`src/rtl/core/cdte_pkg.sv`:
```
// ----------------------------------------------------------------------------
// cdte_pkg: shared types and constants for the civil date to epoch converter
// Stage payload structs, status codes, and the month offset table.
// ----------------------------------------------------------------------------
package cdte_pkg;

  typedef enum logic [1:0] {
    ST_OK     = 2'd0,
    ST_RANGE  = 2'd1,
    ST_NARROW = 2'd2
  } status_t;

  localparam int YEAR_BASE = 1900;
  // floor(q/25) = floor((q + DIV_BIAS)/25) - 2^23, keeps the dividend unsigned
  localparam int DIV_BIAS  = 25 * (2 ** 23);
  // ceil(2^34 / 25); exact for dividends below 2^29
  localparam longint DIV_RECIP = 64'd687194768;
  localparam int DIV_SHIFT = 34;
  localparam int ERA_DAYS  = 146097;
  localparam int EPOCH_OFS = 719468;
  localparam int DAY_SCALE = 675;  // 86400 = 675 << 7

  // after field check, year shifted to a March-based year
  typedef struct packed {
    logic              err;
    logic signed [32:0] yr;
    logic [8:0]        doy;
    logic [16:0]       tod;
  } front_t;

  typedef struct packed {
    logic              err;
    logic signed [23:0] era;
    logic [8:0]        yoe;
    logic [8:0]        doy;
    logic [16:0]       tod;
  } era_t;

  typedef struct packed {
    logic              err;
    logic signed [41:0] days;
    logic [16:0]       tod;
  } days_t;

  // days from March 1 to the first of the given month (month 0 = January)
  function automatic logic [8:0] days_before(input logic [3:0] month);
    logic [8:0] d;
    unique case (month)
      4'd0:    d = 9'd306;
      4'd1:    d = 9'd337;
      4'd2:    d = 9'd0;
      4'd3:    d = 9'd31;
      4'd4:    d = 9'd61;
      4'd5:    d = 9'd92;
      4'd6:    d = 9'd122;
      4'd7:    d = 9'd153;
      4'd8:    d = 9'd184;
      4'd9:    d = 9'd214;
      4'd10:   d = 9'd245;
      4'd11:   d = 9'd275;
      default: d = 9'd0;
    endcase
    return d;
  endfunction

endpackage

```
`src/rtl/core/cdte_front.sv`:
```
// ----------------------------------------------------------------------------
// cdte_front: field range check and first pipeline stage
// Flags bad fields, shifts the year to a March start, forms day of year and
// seconds of day.
// ----------------------------------------------------------------------------
module cdte_front (
  input  logic               clk,
  input  logic               rst,
  input  logic               in_valid,
  output logic               in_ready,
  input  logic signed [31:0] year_since_1900,
  input  logic [3:0]         month_index,
  input  logic [5:0]         day_of_month,
  input  logic [4:0]         hour_value,
  input  logic [5:0]         minute_value,
  input  logic [5:0]         second_value,
  output logic               out_valid,
  input  logic               out_ready,
  output cdte_pkg::front_t   out_data
);
  import cdte_pkg::*;

  logic   valid;
  front_t data;
  front_t data_next;
  logic   adv;

  assign adv      = !valid || out_ready;
  assign in_ready = adv;

  always_comb begin
    logic jan_feb;
    jan_feb = (month_index <= 4'd1);
    data_next.err = (month_index > 4'd11) || (day_of_month == 6'd0) ||
                    (day_of_month > 6'd31) || (hour_value > 5'd23) ||
                    (minute_value > 6'd59) || (second_value > 6'd60);
    data_next.yr  = {year_since_1900[31], year_since_1900} + 33'(YEAR_BASE)
                    - (jan_feb ? 33'sd1 : 33'sd0);
    data_next.doy = days_before(month_index) + {3'b0, day_of_month} - 9'd1;
    data_next.tod = 17'(hour_value) * 17'd3600 + 17'(minute_value) * 17'd60
                    + 17'(second_value);
  end

  always_ff @(posedge clk) begin
    if (rst) begin
      valid <= 1'b0;
    end else if (adv) begin
      valid <= in_valid;
    end
  end

  always_ff @(posedge clk) begin
    if (adv && in_valid) begin
      data <= data_next;
    end
  end

  assign out_valid = valid;
  assign out_data  = data;

endmodule

```
`src/rtl/core/cdte_era.sv`:
```
// ----------------------------------------------------------------------------
// cdte_era: 400-year era split
// Two stages: reciprocal multiply for floor(yr/400), then era and year of era.
// ----------------------------------------------------------------------------
module cdte_era (
  input  logic             clk,
  input  logic             rst,
  input  logic             in_valid,
  output logic             in_ready,
  input  cdte_pkg::front_t in_data,
  output logic             out_valid,
  input  logic             out_ready,
  output cdte_pkg::era_t   out_data
);
  import cdte_pkg::*;

  logic        v1;
  logic        v2;
  logic        adv1;
  logic        adv2;
  logic        err1;
  logic [8:0]  yr_lo;
  logic [8:0]  doy1;
  logic [16:0] tod1;
  logic [58:0] prod;
  logic [58:0] prod_next;
  era_t        data;
  era_t        data_next;

  assign adv2     = !v2 || out_ready;
  assign adv1     = !v1 || adv2;
  assign in_ready = adv1;

  // floor(yr/400) = floor(floor(yr/16)/25), biased so the divide is unsigned
  always_comb begin
    logic signed [29:0] u_wide;
    u_wide    = {in_data.yr[32], in_data.yr[32:4]} + 30'(DIV_BIAS);
    prod_next = 59'(u_wide[28:0]) * 59'(DIV_RECIP);
  end

  always_comb begin
    logic [24:0] era_u;
    logic [24:0] era_w;
    era_u          = prod[58:DIV_SHIFT];
    era_w          = era_u - 25'(2 ** 23);
    data_next.err  = err1;
    data_next.era  = era_w[23:0];
    // yoe is in 0..399, so nine low bits settle it
    data_next.yoe  = yr_lo - 9'(era_w[8:0] * 9'd400);
    data_next.doy  = doy1;
    data_next.tod  = tod1;
  end

  always_ff @(posedge clk) begin
    if (rst) begin
      v1 <= 1'b0;
      v2 <= 1'b0;
    end else begin
      if (adv1) v1 <= in_valid;
      if (adv2) v2 <= v1;
    end
  end

  always_ff @(posedge clk) begin
    if (adv1 && in_valid) begin
      prod  <= prod_next;
      err1  <= in_data.err;
      yr_lo <= in_data.yr[8:0];
      doy1  <= in_data.doy;
      tod1  <= in_data.tod;
    end
    if (adv2 && v1) begin
      data <= data_next;
    end
  end

  assign out_valid = v2;
  assign out_data  = data;

endmodule

```
`src/rtl/core/cdte_days.sv`:
```
// ----------------------------------------------------------------------------
// cdte_days: day count since 1970-01-01
// Stage one: day of era and era term. Stage two: sum with the epoch offset.
// ----------------------------------------------------------------------------
module cdte_days (
  input  logic            clk,
  input  logic            rst,
  input  logic            in_valid,
  output logic            in_ready,
  input  cdte_pkg::era_t  in_data,
  output logic            out_valid,
  input  logic            out_ready,
  output cdte_pkg::days_t out_data
);
  import cdte_pkg::*;

  logic               v1;
  logic               v2;
  logic               adv1;
  logic               adv2;
  logic               err1;
  logic [16:0]        tod1;
  logic [17:0]        doe;
  logic [17:0]        doe_next;
  logic signed [41:0] eterm;
  logic signed [41:0] eterm_next;
  days_t              data;

  assign adv2     = !v2 || out_ready;
  assign adv1     = !v1 || adv2;
  assign in_ready = adv1;

  always_comb begin
    logic [1:0] cent;
    if (in_data.yoe >= 9'd300) begin
      cent = 2'd3;
    end else if (in_data.yoe >= 9'd200) begin
      cent = 2'd2;
    end else if (in_data.yoe >= 9'd100) begin
      cent = 2'd1;
    end else begin
      cent = 2'd0;
    end
    doe_next   = 18'(in_data.yoe) * 18'd365 + 18'(in_data.yoe[8:2]) - 18'(cent)
                 + 18'(in_data.doy);
    eterm_next = in_data.era * 42'(ERA_DAYS);
  end

  always_ff @(posedge clk) begin
    if (rst) begin
      v1 <= 1'b0;
      v2 <= 1'b0;
    end else begin
      if (adv1) v1 <= in_valid;
      if (adv2) v2 <= v1;
    end
  end

  always_ff @(posedge clk) begin
    if (adv1 && in_valid) begin
      doe   <= doe_next;
      eterm <= eterm_next;
      err1  <= in_data.err;
      tod1  <= in_data.tod;
    end
    if (adv2 && v1) begin
      data.err  <= err1;
      data.days <= eterm + $signed({24'b0, doe}) - 42'(EPOCH_OFS);
      data.tod  <= tod1;
    end
  end

  assign out_valid = v2;
  assign out_data  = data;

endmodule

```
`src/rtl/core/cdte_scale.sv`:
```
// ----------------------------------------------------------------------------
// cdte_scale: days to seconds and result register
// Multiply by 675, shift by 7, add time of day, then status and output.
// ----------------------------------------------------------------------------
module cdte_scale (
  input  logic               clk,
  input  logic               rst,
  input  logic               narrow_time,
  input  logic               in_valid,
  output logic               in_ready,
  input  cdte_pkg::days_t    in_data,
  output logic               out_valid,
  input  logic               out_ready,
  output logic [1:0]         status,
  output logic signed [63:0] epoch_seconds
);
  import cdte_pkg::*;

  logic               v1;
  logic               v2;
  logic               v3;
  logic               adv1;
  logic               adv2;
  logic               adv3;
  logic               err1;
  logic               err2;
  logic [16:0]        tod1;
  logic signed [52:0] prod;
  logic signed [63:0] secs;
  logic               wide;
  status_t            st;
  logic signed [63:0] res;

  assign adv3     = !v3 || out_ready;
  assign adv2     = !v2 || adv3;
  assign adv1     = !v1 || adv2;
  assign in_ready = adv1;

  // fits signed 32 bits when the top 33 bits agree
  assign wide = !((secs[63:31] == '0) || (secs[63:31] == '1));

  always_ff @(posedge clk) begin
    if (rst) begin
      v1 <= 1'b0;
      v2 <= 1'b0;
      v3 <= 1'b0;
    end else begin
      if (adv1) v1 <= in_valid;
      if (adv2) v2 <= v1;
      if (adv3) v3 <= v2;
    end
  end

  always_ff @(posedge clk) begin
    if (adv1 && in_valid) begin
      prod <= in_data.days * 53'(DAY_SCALE);
      err1 <= in_data.err;
      tod1 <= in_data.tod;
    end
    if (adv2 && v1) begin
      secs <= {{4{prod[52]}}, prod, 7'b0} + $signed({47'b0, tod1});
      err2 <= err1;
    end
    if (adv3 && v2) begin
      if (err2) begin
        st  <= ST_RANGE;
        res <= '0;
      end else if (narrow_time && wide) begin
        st  <= ST_NARROW;
        res <= '0;
      end else begin
        st  <= ST_OK;
        res <= secs;
      end
    end
  end

  assign out_valid     = v3;
  assign status        = st;
  assign epoch_seconds = res;

endmodule

```
`src/rtl/core/civil_date_to_epoch_seconds.sv`:
```
// ----------------------------------------------------------------------------
// civil_date_to_epoch_seconds: broken-down UTC time to signed epoch seconds
//
//   channel  direction  handshake             payload
//   in       input      in_valid / in_ready   year, month, day, h, m, s
//   out      output     out_valid / out_ready status, epoch_seconds
//   cfg      input      cfg_write             cfg_data[0] -> narrow_time
//
// Eight register stages; one beat accepted per cycle unless out_ready
// stalls the chain. In order: field check, era multiply, era split,
// day of era and era term, day sum, day scale multiply, seconds add,
// result register.
// Synchronous reset clears valid bits and narrow_time; payload is not reset.
// A stall holds each full stage; empty stages still fill, so bubbles close.
// ----------------------------------------------------------------------------
module civil_date_to_epoch_seconds (
  input  logic               clk,
  input  logic               rst,
  input  logic               cfg_write,
  input  logic               cfg_data,
  input  logic               in_valid,
  output logic               in_ready,
  input  logic signed [31:0] year_since_1900,
  input  logic [3:0]         month_index,
  input  logic [5:0]         day_of_month,
  input  logic [4:0]         hour_value,
  input  logic [5:0]         minute_value,
  input  logic [5:0]         second_value,
  output logic               out_valid,
  input  logic               out_ready,
  output logic [1:0]         status,
  output logic signed [63:0] epoch_seconds
);
  import cdte_pkg::*;

  logic   narrow_time;
  logic   f_valid;
  logic   f_ready;
  front_t f_data;
  logic   e_valid;
  logic   e_ready;
  era_t   e_data;
  logic   d_valid;
  logic   d_ready;
  days_t  d_data;

  always_ff @(posedge clk) begin
    if (rst) begin
      narrow_time <= 1'b0;
    end else if (cfg_write) begin
      narrow_time <= cfg_data;
    end
  end

  cdte_front u_front (
    .clk             (clk),
    .rst             (rst),
    .in_valid        (in_valid),
    .in_ready        (in_ready),
    .year_since_1900 (year_since_1900),
    .month_index     (month_index),
    .day_of_month    (day_of_month),
    .hour_value      (hour_value),
    .minute_value    (minute_value),
    .second_value    (second_value),
    .out_valid       (f_valid),
    .out_ready       (f_ready),
    .out_data        (f_data)
  );

  cdte_era u_era (
    .clk       (clk),
    .rst       (rst),
    .in_valid  (f_valid),
    .in_ready  (f_ready),
    .in_data   (f_data),
    .out_valid (e_valid),
    .out_ready (e_ready),
    .out_data  (e_data)
  );

  cdte_days u_days (
    .clk       (clk),
    .rst       (rst),
    .in_valid  (e_valid),
    .in_ready  (e_ready),
    .in_data   (e_data),
    .out_valid (d_valid),
    .out_ready (d_ready),
    .out_data  (d_data)
  );

  cdte_scale u_scale (
    .clk           (clk),
    .rst           (rst),
    .narrow_time   (narrow_time),
    .in_valid      (d_valid),
    .in_ready      (d_ready),
    .in_data       (d_data),
    .out_valid     (out_valid),
    .out_ready     (out_ready),
    .status        (status),
    .epoch_seconds (epoch_seconds)
  );

`ifndef SYNTHESIS
  a_err_zero: assert property (@(posedge clk) disable iff (rst)
    out_valid && (status != ST_OK) |-> epoch_seconds == '0)
    else $error("nonzero seconds with error status");

  a_narrow_fit: assert property (@(posedge clk) disable iff (rst)
    out_valid && narrow_time && (status == ST_OK)
      |-> (epoch_seconds[63:31] == '0) || (epoch_seconds[63:31] == '1))
    else $error("narrow result does not fit 32 bits");

  a_narrow_mode: assert property (@(posedge clk) disable iff (rst)
    out_valid && !narrow_time |-> status != ST_NARROW)
    else $error("narrow status while narrow_time clear");
`endif

endmodule
```
`config.mk`:
```
export PLATFORM = sky130hd
export DESIGN_NAME = civil_date_to_epoch_seconds
export DESIGN_NICKNAME = d
export VERILOG_FILES = /design/src/rtl/core/cdte_pkg.sv /design/src/rtl/core/cdte_front.sv /design/src/rtl/core/cdte_era.sv /design/src/rtl/core/cdte_days.sv /design/src/rtl/core/cdte_scale.sv /design/src/rtl/core/civil_date_to_epoch_seconds.sv
export SDC_FILE = /design/constraint.sdc
export NUM_CORES = 2
export LEC_CHECK = 0
export BUFFER_PORTS_ARGS = -buffer_cell sky130_fd_sc_hd__buf_2
export CORE_UTILIZATION = 60
export CTS_BUF_LIST = sky130_fd_sc_hd__clkbuf_8
export CTS_CLUSTER_DIAMETER = 120
export DETAILED_ROUTE_END_ITERATION = 8
export PLACE_DENSITY = 0.88
export REMOVE_ABC_BUFFERS = 1
export SLEW_MARGIN = 20
export SYNTH_ARGS = -nofsm -noshare
export SYNTH_HDL_FRONTEND = slang
export SYNTH_SLANG_ARGS = --single-unit
```
`constraint.sdc`:
```
create_clock -name clk -period 7.7 [get_ports clk]
set_input_delay 0.77 -clock clk [delete_from_list [all_inputs] [get_ports clk]]
set_output_delay 0.77 -clock clk [all_outputs]
set_load 0.005 [all_outputs]
```
# After elaboration in Yosys (flattened, before gate mapping)
# Memories as Yosys holds them, arrays and structs flattened.
# Index checks and enable logic that the tools add are counted.
# totals
reg_bits	559
latchBits	0
ramBits	0
rom_bits	144
word_cells	110
mem_count	1
# mem_list
name	depth	width	rd	rd_clocked_by_memory_dff	write_ports	line	source
(no name shown)	16	9	1	0	0	cdte_pkg.sv:48	unique case (month)
# op_classes
n_addsub	15
mul	7
div_mod_pow	0
magnitude_cmp	9
eq_ne	1
shifts	0
mux	5
bitwise	0
reduce_logical	35
# op_table
operator	count
60-bit by 18-bit adder with 61-bit output	1
29-bit by 26-bit multiplier with 54-bit output, second input constant	1
42-bit by 11-bit multiplier with 53-bit output, second input constant	1
42-bit by 19-bit adder with 42-bit output	1
24-bit by 19-bit multiplier with 42-bit output, second input constant	1
42-bit by 21-bit subtractor with 42-bit output, second input constant	1
32-bit by 12-bit adder with 33-bit output, second input constant	1
33-bit == test, second input constant	1
33-bit logical NOT	1
33-bit subtractor	1
29-bit adder, second input constant	1
24-bit subtractor, second input constant	1
18-bit by 7-bit adder with 18-bit output	1
18-bit by 9-bit adder with 18-bit output	1
9-bit by 9-bit multiplier with 18-bit output, second input constant	1
18-bit by 2-bit subtractor with 18-bit output	1
17-bit by 12-bit adder with 17-bit output	1
17-bit by 6-bit adder with 17-bit output	1
1-bit logical OR	14
5-bit by 8-bit multiplier with 13-bit output, second input constant	1
6-bit > comparator, second input constant	2
6-bit by 4-bit multiplier with 10-bit output, second input constant	1
9-bit by 6-bit adder with 9-bit output	1
9-bit by 7-bit >= comparator with 1-bit output, second input constant	1
other kinds (15)	34

# Depth between registers and ports, before layout
# depth
ltp_word	10
depth_mapped	29

# Modules after synthesis
# A second synthesis with hierarchy kept.
# hier_totals
cells_unflattened	5262
area_unflattened_um2	56524.2
# modules_own_cells
module	n_inst	cells_per_inst	area_per_inst_um2	seq_area_each_um2
cdte_days	1	1776	18141.1	4184.0
cdte_era	1	1474	16658.5	3643.5
cdte_scale	1	1456	16086.7	5945.7
cdte_front	1	553	5604.1	1821.7
civil_date_to_epoch_seconds	1	3	33.8	20.0

# Worst setup path after synthesis
# No wires, ideal clock.
# synth_timing
kind	input-to-reg
from	input out_ready
to	register u_days.doe[0] (enable)
arrival_ns	6.909
required_ns	7.066
path_slack_ns	0.157
stages	4
path_buffers	0
path_cell_list	nor2b_1 > and2_1 > and3_1 > a21boi_0
# synth_via
elab_chain_len	6
# synth_lines
element	line	source
start, declared	civil_date_to_epoch_seconds.sv:30	input logic out_ready,
1-bit logical OR	cdte_scale.sv:34	assign adv3 = !v3 || out_ready;
1-bit logical OR	cdte_scale.sv:35	assign adv2 = !v2 || adv3;
1-bit logical OR	cdte_scale.sv:36	assign adv1 = !v1 || adv2;
1-bit logical OR	cdte_days.sv:29	assign adv2 = !v2 || out_ready;
1-bit logical OR	cdte_days.sv:30	assign adv1 = !v1 || adv2;
1-bit logical AND	cdte_days.sv:60	if (adv1 && in_valid) begin
end signal, assigned	cdte_days.sv:61	doe <= doe_next;
end, declared	cdte_days.sv:23	logic [17:0] doe;
# Every way passes these cells.
# A chain may end at the register's enable or synchronous reset.

# Worst setup path in the final report
# layout_timing
from	register u_front.data (netlist bit u_front.out_data[45])
to	register u_era.prod[56] (data pin)
# layout_via
elab_chain_len	2
# layout_lines
element	line	source
start, declared	cdte_front.sv:24	front_t data;
start signal, assigned	cdte_front.sv:54	data <= data_next;
29-bit adder	cdte_era.sv:37	u_wide = {in_data.yr[32], in_data.yr[32:4]} + 30'(DIV_BIAS);
29-bit by 26-bit multiplier with 54-bit output	cdte_era.sv:38	prod_next = 59'(u_wide[28:0]) * 59'(DIV_RECIP);
named net u_era.prod_next[56]	cdte_era.sv:26	logic [58:0] prod_next;
end signal, assigned	cdte_era.sv:66	prod <= prod_next;
end, declared	cdte_era.sv:25	logic [58:0] prod;
# The timed path passes the listed nets, and every way through them passes these cells.

==> run metrics <==
largest net degree at the start of global routing=72; Wirelength per Cell=17.8 microns; Final Cycle Share=95.7%; initial core utilization=60.5%; clock skew=0.0367 ns; CP Capture Type=flop; cts hold-fix bufs=0; Distinct cells, synth=80; Mapped Cells=4,933; CP peak stage delay=0.60 ns; CP max-delay cell=edfxtp_1; CP arrival=7.89 ns; clk_lat worst skew=0.73 ns; Crit Path Category=flop to flop; post-DP HPWL=94,900 microns; area added between synthesis and finish=7.10%; Post-synth ARST share=0%; most common cell in the synthesized netlist=inv_1; top cell type's share of synthesized area=28.4%; final hold vios=0; grt total ovfl=0; Crit path top cell by count=fa_1; worst hold slack=0.250 ns; Total Nets Final=6,741; Root Driver=clkbuf_8; Max Cap Viol=0; CTS tree=yes; vias in the first global route=37,561; run status=complete, no violations; Initial DRC Count=2,139; Worst Path Max Fanout=9; vias per cell=5.47; core area=0.0899 sq mm; layout cell share with drive strength beyond 1=5.81%; max-slew violations=0; relative slew slack=42.9%; die area=0.0919 sq mm; Sink Count=523; CTS clk-pin slew, worst paths=0.06 ns; RSZ-0062 raised after global routing=false; gp weighted congestion=0.993; first-pass GRT wire length=184,000 microns; total track usage=25.4%; area leader, netlist=edfxtp_1; Final min period=7.37 ns; 1st-pass router iterations=7; largest cells by area after synthesis=edfxtp_1 28%, fa_1 22%, ha_1 21%; worst-margin pin slew=0.856 ns; Setup Fix Bufs, Post-CTS=0; worst hold-check path type=input pin to flop; yosys warns=0; CTS buffer count=83; critical path startpoint category=flop; Data required, critical path=8.22 ns; sequential fraction of the synthesis area=28.7%; Top Ports=133; htree depth=3; CTS-repair resized insts=0; vias after detailed routing=34,870; PortBufs=132; Highest Clock Rate=0.136 GHz; overall die width=303 microns; EDFF count, synth=514; DIE HEIGHT=303 microns; number of antenna violations at the first check in global routing=0; total wire length=114,000 microns; syn_area_per_cell=11.0 sq um; worst-path cell chain=ha_1 > inv_1 > fa_1 > fa_1 > inv_1 > fa_1 > fa_1 > fa_1 > inv_1 > fa_1 > inv_1 > ha_1 > and4_1 > nand3_2 > a2111oi_4 > o21ai_2 > nor4_2 > o31ai_2 > a2111o_1 > o211ai_2 > or4b_1 > o311ai_1; clock tree buffer depth=3; Synth Register Bits=523; Post-DRT Antenna Nets=0; Mapped Area=0.0544 sq mm; Rows=110; drt drc=0; Commonest cells post-synth=1,265 x inv_1, 934 x ha_1, 604 x fa_1, 514 x edfxtp_1, 237 x a21oi_1; final setup TNS=0 ns; # setup viols final=0; dominant synthesized flop cell=edfxtp_1
-- cell type report --
class                   instances  area, sq um
multi-input cells            3111        34000
fillers                      6444        31600
flip-flops and latches        523        15600
inverters                    1265         4750
well taps                    1176         1470
clock buffers                  86         1180
repair buffers                154          846
clock inverters                60          400
diodes                          2         5.00
-- worst paths after layout --
check                                           from             endpoint  slack, ns  depth (start not counted)
worst min register to register          u_scale.err1         u_scale.err2       0.40                          0
worst min-delay path                 second_value[0]  u_front.out_data[0]       0.25                          1
worst max-delay path            u_front.out_data[45]       u_era.prod[56]       0.33                         22
worst max register to register  u_front.out_data[45]       u_era.prod[56]       0.33                         22
-- stage by stage --
step | worst slack (ns) | std cells | utilization [%] | area, sq um
after global placement | 0.441 | 6228 | 63.0 | 56700
final | 0.329 | 6377 | 64.8 | 58300
after floorplan | 0.157 | 4899 | - | 54300
after detailed placement | 0.321 | 6228 | 63.0 | 56700
after global routing | 0.0384 | 6375 | 64.8 | 58300
after CTS | 0.290 | 6374 | 64.8 | 58200
-- kinds of logic (layout without fill, tap and decap cells) --
kind of cell    Yosys count  after routing  synth area share (%)
other cells               0              2                     0
xor+xnor                304            304                  4.89
flops                   523            523                  28.7
buf+inv                1299           1565                  8.98
simple gates            593            593                  5.70
compound gates          669            669                  7.90
mux                       7              7                 0.129
fa+ha+maj              1538           1538                  43.7
-- layer usage --
layer | track usage, % | part of all wire, % | wire (microns)
met5 | 0 | 0 | 0
met4 | 10.8 | 4.4 | 4950
met3 | 3.14 | 3.3 | 3700
met2 | 48.1 | 53 | 60700
met1 | 28.6 | 39 | 44300
-- critical path, delay by kind of cell (launching register included) --
family                     cells  cell delay [ns]
adders and majority gates      8             3.74
AOI/OAI and AO/OA              6             1.31
and+or+nand+nor                4             1.20
DFF                            1             0.60
buffers and inverters          4             0.32
-- flip-flops by register name, summed over array words and instances (netlist names), 2 cells and up --
register               count
u_scale.prod              53
u_scale.epoch_seconds     61
u_era.prod                24
u_days.out_data           60
u_scale.status             2
u_era.tod1                17
u_days.doe                18
u_scale.secs              61
u_era.yr_lo                9
u_scale.tod1              17
u_era.doy1                 9
u_era.out_data            60
u_front.out_data          60
u_days.eterm              42
u_days.tod1               17
-- cells in the final DEF (no fill, tap or decap), types with 7 or more instances in the layout --
cell type | Yosys | layout
and2_1 | 79 | 79
a21o_1 | 104 | 104
o31ai_1 | 14 | 14
buf_4 | 3 | 21
a2111oi_0 | 8 | 8
a211o_1 | 7 | 7
xnor2_1 | 206 | 206
a21oi_1 | 237 | 236
a211oi_1 | 21 | 21
nor4_1 | 13 | 13
a31oi_1 | 26 | 24
xor2_1 | 98 | 98
mux2i_1 | 7 | 7
nor2_1 | 114 | 113
clkinv_1 | 0 | 8
and3_1 | 35 | 35
a31o_2 | 8 | 8
nand2b_1 | 19 | 19
nor3_1 | 30 | 30
and4_1 | 11 | 11
nand3_1 | 65 | 65
nand4_1 | 33 | 33
buf_2 | 0 | 132
o21ai_0 | 86 | 86
o21bai_1 | 38 | 38
ha_1 | 934 | 934
clkinv_2 | 0 | 8
edfxtp_1 | 514 | 514
inv_1 | 1265 | 1297
clkbuf_8 | 0 | 86
o21ai_1 | 15 | 15
or2_2 | 13 | 13
nor2b_1 | 37 | 34
fa_1 | 604 | 604
o211ai_1 | 15 | 15
dfxtp_1 | 9 | 9
o21a_1 | 23 | 23
nand2_1 | 117 | 117
Power is not shown: default switching activity piles up to over one toggle a cycle in this logic, so the estimate is an artifact.
